--- src/rtl/ssd_pkg.sv ---
`timescale 1ns / 1ps
// ----------------------------------------------------------------------------
// ssd_pkg: shared definitions for the seven-segment scan driver
// Widths, reset values, command and register codes, item and result types,
// and the segment font tables.
// ----------------------------------------------------------------------------
package ssd_pkg;

  localparam int unsigned NUM_DIGITS_DEF = 3;

  localparam int unsigned CMD_W      = 2;
  localparam int unsigned VALUE_W    = 16;
  localparam int unsigned SEG_W      = 7;
  localparam int unsigned SEL_W      = 3;
  localparam int unsigned DIGIT_W    = 4;
  localparam int unsigned TICK_W     = 16;
  localparam int unsigned TIMEOUT_W  = 32;
  localparam int unsigned CFG_IDX_W  = 2;
  localparam int unsigned CFG_DATA_W = 32;

  localparam logic [TICK_W-1:0]    DIGIT_ON_RST = 16'd1000;
  localparam logic [TICK_W-1:0]    BLANK_RST    = 16'd15000;
  localparam logic [TIMEOUT_W-1:0] TIMEOUT_RST  = 32'd5000000;

  typedef enum logic [CMD_W-1:0] {
    CMD_SET_VALUE = 2'd0,
    CMD_TICK      = 2'd1,
    CMD_LP_START  = 2'd2,
    CMD_LP_END    = 2'd3
  } cmd_e;

  typedef enum logic [CFG_IDX_W-1:0] {
    CFG_DIGIT_ON = 2'd0,
    CFG_BLANK    = 2'd1,
    CFG_TIMEOUT  = 2'd2
  } cfg_idx_e;

  typedef struct packed {
    cmd_e               cmd;
    logic [VALUE_W-1:0] value;
  } item_t;

  typedef struct packed {
    logic  fire;
    item_t item;
  } step_t;

  typedef struct packed {
    logic [SEG_W-1:0] segments;
    logic [SEL_W-1:0] digit_select;
  } result_t;

  // Quotient of a 16-bit value by 10**k, by reciprocal multiplication.
  function automatic logic [VALUE_W-1:0] div_pow10(input logic [VALUE_W-1:0] v,
                                                   input int unsigned k);
    logic [32:0] p;
    begin
      p = '0;
      case (k)
        0: return v;
        1: begin
          p = {17'd0, v} * 33'd104858;
          return VALUE_W'(p >> 20);
        end
        2: begin
          p = {17'd0, v} * 33'd83887;
          return VALUE_W'(p >> 23);
        end
        3: begin
          p = {17'd0, v} * 33'd67109;
          return VALUE_W'(p >> 26);
        end
        4: begin
          p = {17'd0, v} * 33'd107375;
          return VALUE_W'(p >> 30);
        end
        default: return '0;
      endcase
    end
  endfunction

  function automatic logic [SEG_W-1:0] seg_font(input logic [DIGIT_W-1:0] d);
    case (d)
      4'd0, 4'd10: return 7'h3F;
      4'd1, 4'd11: return 7'h06;
      4'd2, 4'd12: return 7'h5B;
      4'd3, 4'd13: return 7'h4F;
      4'd4, 4'd14: return 7'h66;
      4'd5, 4'd15: return 7'h6D;
      4'd6:        return 7'h7D;
      4'd7:        return 7'h07;
      4'd8:        return 7'h7F;
      4'd9:        return 7'h6F;
      default:     return 7'h00;
    endcase
  endfunction

  function automatic logic [SEG_W-1:0] lp_font(input logic [3:0] pos);
    case (pos)
      4'd0:    return 7'h73;
      4'd1:    return 7'h38;
      4'd2:    return 7'h5C;
      default: return 7'h00;
    endcase
  endfunction

endpackage

--- src/rtl/ssd_digit_split.sv ---
`timescale 1ns / 1ps
// ----------------------------------------------------------------------------
// ssd_digit_split: binary to decimal digit splitter
// Splits a 16-bit value into its low decimal digits, most significant first.
// ----------------------------------------------------------------------------
module ssd_digit_split #(
  parameter int unsigned NUM_DIGITS = ssd_pkg::NUM_DIGITS_DEF
) (
  input  logic [ssd_pkg::VALUE_W-1:0]                   value_i,
  output logic [NUM_DIGITS-1:0][ssd_pkg::DIGIT_W-1:0]   digits_o
);

  logic [ssd_pkg::VALUE_W-1:0] quot [NUM_DIGITS+1];

  for (genvar k = 0; k <= NUM_DIGITS; k++) begin : g_quot
    assign quot[k] = ssd_pkg::div_pow10(value_i, k);
  end

  for (genvar k = 0; k < NUM_DIGITS; k++) begin : g_digit
    assign digits_o[NUM_DIGITS-1-k] =
      ssd_pkg::DIGIT_W'(quot[k] - ((quot[k+1] << 3) + (quot[k+1] << 1)));
  end

endmodule

--- src/rtl/ssd_scan_ctrl.sv ---
`timescale 1ns / 1ps
// ----------------------------------------------------------------------------
// ssd_scan_ctrl: scan state, timeout and segment decode
// Holds the configuration registers and display state, applies one item per
// cycle while fire is set and produces the segment and digit pattern for it.
// ----------------------------------------------------------------------------
module ssd_scan_ctrl #(
  parameter int unsigned NUM_DIGITS = ssd_pkg::NUM_DIGITS_DEF
) (
  input  logic                           clk_i,
  input  logic                           rst_ni,
  input  logic                           cfg_we_i,
  input  logic [ssd_pkg::CFG_IDX_W-1:0]  cfg_idx_i,
  input  logic [ssd_pkg::CFG_DATA_W-1:0] cfg_wdata_i,
  input  ssd_pkg::step_t                 step_i,
  output ssd_pkg::result_t               result_o
);

  localparam int unsigned PHASE_W = $clog2(NUM_DIGITS + 1);
  localparam int unsigned IDX_W   = (NUM_DIGITS > 1) ? $clog2(NUM_DIGITS) : 1;
  localparam logic [PHASE_W-1:0] BLANK_PHASE = PHASE_W'(NUM_DIGITS);

  logic [ssd_pkg::TICK_W-1:0]    digit_on_q;
  logic [ssd_pkg::TICK_W-1:0]    blank_q;
  logic [ssd_pkg::TIMEOUT_W-1:0] timeout_q;

  logic [NUM_DIGITS-1:0][ssd_pkg::DIGIT_W-1:0] digits_q, digits_d, split_digits;
  logic [PHASE_W-1:0]            phase_q, phase_d;
  logic [ssd_pkg::TICK_W-1:0]    count_q, count_d;
  logic [ssd_pkg::TIMEOUT_W-1:0] left_q, left_d;
  logic                          blanked_q, blanked_d;
  logic                          lp_q, lp_d;

  logic [ssd_pkg::TICK_W-1:0]  phase_len;
  logic [ssd_pkg::TICK_W-1:0]  count_inc;
  logic                        phase_end;
  logic [PHASE_W-1:0]          phase_next;
  logic                        shown;
  logic [ssd_pkg::DIGIT_W-1:0] cur_digit;

  ssd_digit_split #(
    .NUM_DIGITS(NUM_DIGITS)
  ) u_split (
    .value_i (step_i.item.value),
    .digits_o(split_digits)
  );

  always_ff @(posedge clk_i or negedge rst_ni) begin
    if (!rst_ni) begin
      digit_on_q <= ssd_pkg::DIGIT_ON_RST;
      blank_q    <= ssd_pkg::BLANK_RST;
      timeout_q  <= ssd_pkg::TIMEOUT_RST;
    end else if (cfg_we_i) begin
      unique case (ssd_pkg::cfg_idx_e'(cfg_idx_i))
        ssd_pkg::CFG_DIGIT_ON: digit_on_q <= cfg_wdata_i[ssd_pkg::TICK_W-1:0];
        ssd_pkg::CFG_BLANK:    blank_q    <= cfg_wdata_i[ssd_pkg::TICK_W-1:0];
        ssd_pkg::CFG_TIMEOUT:  timeout_q  <= cfg_wdata_i[ssd_pkg::TIMEOUT_W-1:0];
        default: ;
      endcase
    end
  end

  always_comb begin
    phase_len = (phase_q < BLANK_PHASE) ? digit_on_q : blank_q;
    count_inc = count_q + 16'd1;
    phase_end = (count_inc >= phase_len) || (count_inc == '0);
    phase_next = (phase_q == BLANK_PHASE) ? '0 : phase_q + 1'b1;
    if ((phase_next == BLANK_PHASE) && (blank_q == '0)) begin
      phase_next = '0;
    end
  end

  always_comb begin
    digits_d  = digits_q;
    phase_d   = phase_q;
    count_d   = count_q;
    left_d    = left_q;
    blanked_d = blanked_q;
    lp_d      = lp_q;
    if (step_i.fire) begin
      case (step_i.item.cmd)
        ssd_pkg::CMD_SET_VALUE: begin
          digits_d  = split_digits;
          left_d    = timeout_q;
          blanked_d = 1'b0;
        end
        ssd_pkg::CMD_TICK: begin
          if (left_q == '0) begin
            blanked_d = 1'b1;
          end else begin
            left_d = left_q - 1'b1;
          end
          if (phase_end) begin
            count_d = '0;
            phase_d = phase_next;
          end else begin
            count_d = count_inc;
          end
        end
        ssd_pkg::CMD_LP_START: lp_d = 1'b1;
        ssd_pkg::CMD_LP_END:   lp_d = 1'b0;
        default: ;
      endcase
    end
  end

  // The result shows the phase driven during this item, with the updated
  // digits, blanking and low-power mode.
  always_comb begin
    shown     = (phase_q < BLANK_PHASE) && (32'(phase_q) < 32'(ssd_pkg::SEL_W));
    cur_digit = digits_d[phase_q[IDX_W-1:0]];
    result_o.digit_select = '0;
    result_o.segments     = '0;
    if (shown) begin
      result_o.digit_select = ssd_pkg::SEL_W'(ssd_pkg::SEL_W'(1) << phase_q);
      if (lp_d) begin
        result_o.segments = ssd_pkg::lp_font(4'(phase_q));
      end else if (!blanked_d) begin
        result_o.segments = ssd_pkg::seg_font(cur_digit);
      end
    end
  end

  always_ff @(posedge clk_i or negedge rst_ni) begin
    if (!rst_ni) begin
      digits_q  <= '0;
      phase_q   <= '0;
      count_q   <= '0;
      left_q    <= '0;
      blanked_q <= 1'b1;
      lp_q      <= 1'b0;
    end else begin
      digits_q  <= digits_d;
      phase_q   <= phase_d;
      count_q   <= count_d;
      left_q    <= left_d;
      blanked_q <= blanked_d;
      lp_q      <= lp_d;
    end
  end

endmodule

--- src/rtl/seven_segment_scan_driver_unit.sv ---
`timescale 1ns / 1ps
// ----------------------------------------------------------------------------
// seven_segment_scan_driver_unit: multiplexed seven-segment display driver
// Items arrive on the input channel as a command and a value: set value,
// tick, low-power start or low-power end. Every item gives exactly one
// result on the output channel: the segment pattern and one-hot or zero digit
// select that the display shows for that item. Tick items step the scan,
// lighting each digit for digit_on_ticks ticks and then leaving all digits
// off for blank_ticks ticks; a set value restarts a timeout of
// timeout_ticks ticks, after which the segments go dark.
// Configuration is a plain write port (enable, index, data), to be written
// while no item is in flight; the block itself does not enforce this.
// An item is registered on acceptance; its result is registered when the
// item is applied, which waits while a stalled result holds the output.
// One item is taken every cycle while the receiver keeps up.
// When the receiver stalls, the result holds, one more item is taken into
// the input register if it is empty, and then in_ready_o drops.
// After reset the display is dark, the scan starts at digit 0, the digits
// are zero and the configuration registers hold their default values.
// ----------------------------------------------------------------------------
module seven_segment_scan_driver_unit #(
  parameter int unsigned NUM_DIGITS = ssd_pkg::NUM_DIGITS_DEF
) (
  input  logic                           clk_i,
  input  logic                           rst_ni,
  input  logic                           in_valid_i,
  output logic                           in_ready_o,
  input  logic [ssd_pkg::CMD_W-1:0]      cmd_i,
  input  logic [ssd_pkg::VALUE_W-1:0]    value_i,
  output logic                           out_valid_o,
  input  logic                           out_ready_i,
  output logic [ssd_pkg::SEG_W-1:0]      segments_o,
  output logic [ssd_pkg::SEL_W-1:0]      digit_select_o,
  input  logic                           cfg_we_i,
  input  logic [ssd_pkg::CFG_IDX_W-1:0]  cfg_idx_i,
  input  logic [ssd_pkg::CFG_DATA_W-1:0] cfg_wdata_i
);

  logic              in_valid_q;
  ssd_pkg::item_t    item_q;
  logic              out_valid_q;
  ssd_pkg::result_t  result_q;
  ssd_pkg::result_t  result_d;
  ssd_pkg::step_t    step;
  logic              fire;

  assign fire       = in_valid_q && (!out_valid_q || out_ready_i);
  assign in_ready_o = !in_valid_q || fire;
  assign step.fire  = fire;
  assign step.item  = item_q;

  always_ff @(posedge clk_i or negedge rst_ni) begin
    if (!rst_ni) begin
      in_valid_q <= 1'b0;
    end else if (in_ready_o) begin
      in_valid_q <= in_valid_i;
    end
  end

  always_ff @(posedge clk_i) begin
    if (in_valid_i && in_ready_o) begin
      item_q.cmd   <= ssd_pkg::cmd_e'(cmd_i);
      item_q.value <= value_i;
    end
  end

  ssd_scan_ctrl #(
    .NUM_DIGITS(NUM_DIGITS)
  ) u_ctrl (
    .clk_i      (clk_i),
    .rst_ni     (rst_ni),
    .cfg_we_i   (cfg_we_i),
    .cfg_idx_i  (cfg_idx_i),
    .cfg_wdata_i(cfg_wdata_i),
    .step_i     (step),
    .result_o   (result_d)
  );

  always_ff @(posedge clk_i or negedge rst_ni) begin
    if (!rst_ni) begin
      out_valid_q <= 1'b0;
    end else if (fire) begin
      out_valid_q <= 1'b1;
    end else if (out_ready_i) begin
      out_valid_q <= 1'b0;
    end
  end

  always_ff @(posedge clk_i) begin
    if (fire) begin
      result_q <= result_d;
    end
  end

  assign out_valid_o    = out_valid_q;
  assign segments_o     = result_q.segments;
  assign digit_select_o = result_q.digit_select;

endmodule

--- config.mk ---
export PLATFORM = sky130hd
export DESIGN_NAME = seven_segment_scan_driver_unit
export DESIGN_NICKNAME = d
export VERILOG_FILES = /design/src/rtl/ssd_pkg.sv /design/src/rtl/ssd_digit_split.sv /design/src/rtl/ssd_scan_ctrl.sv /design/src/rtl/seven_segment_scan_driver_unit.sv
export SDC_FILE = /design/constraint.sdc
export NUM_CORES = 1
export LEC_CHECK = 0
export BUFFER_PORTS_ARGS = -buffer_cell sky130_fd_sc_hd__buf_4
export CORE_MARGIN = 5
export CORE_UTILIZATION = 60
export DETAILED_ROUTE_END_ITERATION = 12
export GPL_TIMING_DRIVEN = 0
export PLACE_DENSITY = 0.78
export SLEW_MARGIN = 30
export SYNTH_ARGS = -nofsm -noshare
export SYNTH_HDL_FRONTEND = slang
export SYNTH_SLANG_ARGS = --single-unit
--- constraint.sdc ---
create_clock -name clk_i -period 10.9 [get_ports clk_i]
set_clock_uncertainty 0.15 [all_clocks]
set_input_delay 0.545 -clock clk_i [delete_from_list [all_inputs] [get_ports clk_i]]
set_output_delay 0.545 -clock clk_i [all_outputs]
set_load 0.01 [all_outputs]
### Word level (Yosys, flattened, before mapping)

Memory sizes are Yosys's and may differ from the RTL's.
Cells that the tools add are included.

* register bits after elaboration: 158
* memories kept: 1
* output and inout bits: 12
* logic and storage cells: 88
* input port bits: 57
* memory bits (read-only): 112

Memories
* (name not given): depth 16, width 7, read ports 1, clocked after Yosys merged registers in 0, write ports 0, line ssd_pkg.sv:83 `case (d)`

* magnitude comparators: 4
* add/sub/neg operators: 9
* eq/ne operators: 10
* shift operators: 1
* muxes and demuxes: 20
* reductions and logical operators: 23
* multipliers: 3

Operator list (count)
* $pmux W32 S2: 1
* $logic_not A16 Y1: 2
* $logic_not A32 Y1: 1
* $mux W16: 2
* $mux W32: 1
* $sub A32 B1 Y32 const B: 1
* $mul A16 B17 Y29 const B: 1
* $mul A16 B17 Y27 const B: 1
* $mux W12: 2
* $mul A16 B16 Y23 const B: 1
* $pmux W7 S3: 1
* $add A16 B1 Y16 const B: 1
* $ge A16 B16 Y1: 1
* $mux W7: 2
* $add A4 B4 Y4: 3
* $eq A2 B2 Y1 const B: 6
* $sub A4 B4 Y4: 3
* $bmux W4 S2: 1
* $reduce_and A2 Y1: 4
* $eq A2 B1 Y1 const B: 3
* $logic_not A2 Y1: 3
* $reduce_and A3 Y1: 2
* $mux W1: 5
* $logic_and A1 B1 Y1: 4
* other kinds (11): 18

### Logic depth before layout (Yosys ltp)

An unclocked memory read counts as a cell.

* depth after elaboration: 10
* mapped depth: 31
* mapped depth without buffers: 31

### Hierarchy

A second synthesis with hierarchy kept.

* cells, all modules: 1783
* area, all modules: 18485.2 um2

By module, submodules not included
* ssd_digit_split: area an instance 10218.6 um2, sequential area each 0.0 um2, cells each 1029, instances 1
* ssd_scan_ctrl: area an instance 7322.0 um2, sequential area each 3230.6 um2, cells each 718, instances 1
* seven_segment_scan_driver_unit: area an instance 944.7 um2, sequential area each 890.9 um2, cells each 36, instances 1

### Worst setup path before layout

No wires, ideal clock.

* kind: register -> register
* from: reg item_q[4] in the netlist's numbering
* to: reg result_q (netlist bit segments_o[2]), data pin
* cell stages (with the launch flop): 30
* path buffers: 0
* clock period less this slack: 8.073 ns
* path slack: 2.827 ns
* library setup time: 0.256 ns
* data required time: 10.494 ns
* arrival: 7.666 ns
* cells stage by stage: edfxtp_1 fa_1 inv_1 fa_1 inv_1 fa_1 fa_1 fa_1 inv_1 fa_1 inv_1 ha_1 a21oi_1 a21oi_1 a211o_1 o2111ai_1 nand2_1 xnor2_1 ha_1 nor2b_1 nand2_1 a2111oi_0 and4_1 or3_1 or3_1 a211oi_2 o21ai_2 nand2_2 mux2_1 a22o_1

* word-level cells in the longest chain between the ends: 10
* elaborated cells between the ends (all ways): 16
* those cells by class: 6 x add/sub; 3 x mul; 6 x mux; 1 x memory

Ends and longest elaborated chain
* start, declared: line seven_segment_scan_driver_unit.sv:40 `ssd_pkg::item_t item_q;`
* $mul A16 B17 Y29 (tied with other cells): line ssd_pkg.sv:70 `p = {17'd0, v} * 33'd67109;`
* $add A4 B4 Y4: line ssd_digit_split.sv:21 `ssd_pkg::DIGIT_W'(quot[k] - ((quot[k+1] << 3) + (quot[k+1] << 1)));`
* $sub A4 B4 Y4: line ssd_digit_split.sv:21
* $mux W12 (*): line ssd_scan_ctrl.sv:81 `case (step_i.item.cmd)`
* $mux W12 (*): line ssd_scan_ctrl.sv:80 `if (step_i.fire) begin`
* $bmux W4 S2 (*): line ssd_scan_ctrl.sv:111 `cur_digit = digits_d[phase_q[IDX_W-1:0]];`
* $mux W4 (implied by the code) (*): line ssd_scan_ctrl.sv:111
* $mem_v2 Z16 W7 (*)
* $mux W7 (*): line ssd_scan_ctrl.sv:118 `end else if (!blanked_d) begin`
* $mux W7 (*): line ssd_scan_ctrl.sv:116 `if (lp_d) begin`
* end signal, assigned: line seven_segment_scan_driver_unit.sv:91 `result_q <= result_d;`
* end, declared: line seven_segment_scan_driver_unit.sv:42 `ssd_pkg::result_t result_q;`

Mark *: on every way between the ends. The rest lies on a longest branch, timed or not. The select of a mux whose other input is x is not followed.
A chain may end at the register's enable or synchronous reset.

### Worst setup path after layout

* from: reg item_q[5] in the netlist's numbering
* to: reg result_q (netlist bit segments_o[2]), data pin

The elaborated chain is that of the path after synthesis.

==> flow_summary.json <==
{
  "chipWidth_um": 186,
  "root_buffer": "clkbuf_16",
  "place_ws_ns": 1.35,
  "syn_inst": 1835,
  "cts_max_path_buffers": 2,
  "crit_path_frequent_cell": "inv_1",
  "arrival_ns": 9.71,
  "wl_um": 45100,
  "max_freq_ghz": 0.103,
  "synthToLayoutAreaGrowth_pct": 8.75,
  "placed_area_sq_mm": 0.0196,
  "fin_ws_ns": 1.22,
  "finalHoldViolCount": 0,
  "drc": 0,
  "htreeDepth": 4,
  "crit_fanout": 11,
  "vias_per_cell": 5.84,
  "dieArea_sq_mm": 0.0346,
  "synth_nets": 2416,
  "async_reset_ff_frac": 0.823,
  "path_clk_slew_ns": 0.06,
  "via_count": 13600,
  "synth_area_sq_mm": 0.0186,
  "drv_slew": 0,
  "grt_antenna_before_repair": 0,
  "track_usage": 0.276,
  "tightest_slew_ns": 0.966,
  "grt_pass1_vias": 14700,
  "num_io_pins": 69,
  "crit_required_ns": 10.93,
  "core-area_sq_mm": 0.0306,
  "ys_seq_area_frac": 0.222,
  "postCtsSetupBuffers": 0,
  "crit_path_top_delay_cell": "edfxtp_1",
  "rsz0062_at_grt": "no",
  "critical_path.endpoint_type": "flip-flop",
  "clk_latency_ns": 0.44,
  "fin_setup_tns_ns": 0,
  "hpwl_um": 37000,
  "synth_cell_types": 85,
  "syn_avg_cell_area_sq_um": 10.1,
  "die_h_um": 186,
  "gr-total-overflow": 0,
  "drtIter0Drc": 984,
  "start_util": 0.607,
  "post-route-min-period_ns": 9.68,
  "layout-drive-gt1-share": 0.114,
  "ys.warnings.count": 0,
  "placementRows": 64,
  "hold_buffers": 1,
  "post_cts_resized": 0,
  "grt_pass1_wl_um": 74900,
  "status": "finished, final reports clean",
  "wl_per_cell_um": 19.3,
  "clock_sinks": 158,
  "dr.pass1.iters": 5,
  "maxCapViolations": 0,
  "diodes": 0,
  "antenna_left": 0,
  "ys.flop_type": "dfrtp_1",
  "ys_seq_elements": 158,
  "synth_edf_count": 28,
  "fin_crit_sh": 0.888,
  "finalWeightedCongestion": 0.957,
  "setup_viol": 0,
  "fill_cells": 2372,
  "portBuffers": 68,
  "numCtsBuffers": 17,
  "startpoint_type": "flip-flop",
  "fin_nets": 2506,
  "crit_type": "flip-flop to flip-flop",
  "grt_start_max_net_pins": 81,
  "slew_headroom": 0.355,
  "stdcell_area_sq_mm": 0.0202,
  "hp-class": "input pin to flip-flop",
  "critical_path.max_stage_delay_ns": 0.93,
  "tritoncts": "yes"
}
[layer usage]
| layer | global-route usage | part of all wire | vias up |
|---|---|---|---|
| met5 | 0 | 0 | - |
| met4 | 0.103 | 0.042 | 0 |
| met3 | 0.0438 | 0.058 | 125 |
| met2 | 0.473 | 0.49 | 474 |
| met1 | 0.354 | 0.41 | 6715 |
| li1 | - | - | 6309 |
[registers in the layout (all words and copies together), names as in the netlist, 2 cells and up]
name,count
u_ctrl.count_q,16
u_ctrl.timeout_q,32
item_q,18
digit_select_o,3
u_ctrl.blank_q,16
segments_o,7
u_ctrl.phase_q,2
u_ctrl.left_q,32
u_ctrl.digits_q,12
u_ctrl.digit_on_q,16
[layout make-up]
type / count / area [sq um] / area share
Clock inverter: 11 / 109 / 0.00539
Multi-Input combinational cell: 1258 / 12900 / 0.637
Buffer: 36 / 145 / 0.00718
Timing Repair Buffer: 71 / 571 / 0.0282
Sequential cell: 158 / 4120 / 0.204
Clock buffer: 20 / 447 / 0.0221
Inverter: 383 / 1440 / 0.0712
Tap cell: 396 / 495 / 0.0245
[layout by cell type, fill, tap and decap left out, types with 17 or more instances in the layout]
cell,count
dfstp_2,22
inv_1,382
nand2_1,77
buf_4,69
a21oi_1,79
nand3_1,38
mux2_2,69
ha_1,321
nor2_1,72
nor3_1,36
clkbuf_16,17
clkbuf_1,30
o21ai_0,71
xnor2_1,34
fa_1,203
dfrtp_1,108
edfxtp_1,28
mux2i_1,20
[stage by stage]
| stage | utilization | hold WS, ns | instances |
|---|---|---|---|
| finish | 0.661 | 0.136 | 2333 |
| floorplan | - | 0.0994 | 1835 |
| CTS | 0.660 | 0.119 | 2333 |
| global placement | 0.640 | 0.300 | 2299 |
| detailed placement | 0.642 | 0.308 | 2301 |
| global route | 0.661 | 0.121 | 2333 |
[path summary, 6_finish.rpt]
path                       slack, ns  depth (start not counted)                from              endpoint
max                             1.22                         31           item_q[5]         segments_o[2]
min                             0.14                          1         value_i[11]            item_q[11]
max reg2reg                     1.22                         31           item_q[5]         segments_o[2]
min reg2reg                     0.33                          2  u_ctrl.digits_q[8]    u_ctrl.digits_q[8]
max in group asynchronous       9.38                          3              rst_ni      u_ctrl.blanked_q
min in group asynchronous       0.45                          2              rst_ni  u_ctrl.timeout_q[28]
[cells by family (layout without fill, tap and decap cells)]
kind of cell / Yosys count / count (layout) / share of synthesized area
xor gates and xnor gates: 48 / 48 / 0.0234
adders and majority gates: 524 / 524 / 0.435
buffers and inverters: 419 / 521 / 0.0852
DFF: 158 / 158 / 0.222
and+or+nand+nor: 329 / 329 / 0.0914
AOI/OAI and AO/OA: 265 / 265 / 0.0889
muxes: 92 / 92 / 0.0544
[worst max-delay path: cells and delay by family, from the launching register on]
| family | cells | cell delay, ns |
|---|---|---|
| xor+xnor | 7 | 1.85 |
| mux | 1 | 0.34 |
| buf+inv | 7 | 0.87 |
| simple gates | 2 | 0.28 |
| compound gates | 6 | 1.32 |
| flops | 1 | 0.93 |
| fa+ha+maj | 8 | 3.67 |
[synth_stat cells (14+ instances only)]
cell	n	area [sq um]
inv_1	382	1430
ha_1	321	4020
fa_1	203	4060
dfrtp_1	108	2700
a21oi_1	79	395
nand2_1	77	289
nor2_1	72	270
o21ai_0	71	355
mux2_2	69	777
nand3_1	38	190
nor3_1	37	185
xnor2_1	34	298
clkbuf_1	28	105
edfxtp_1	28	841
dfstp_2	22	578
mux2i_1	20	200
o21ai_1	15	75.1
nand4_1	14	87.6
Power is left out: the tool's default activity adds up to more than one toggle a clock period on the data nets, which glitch-free logic cannot reach.
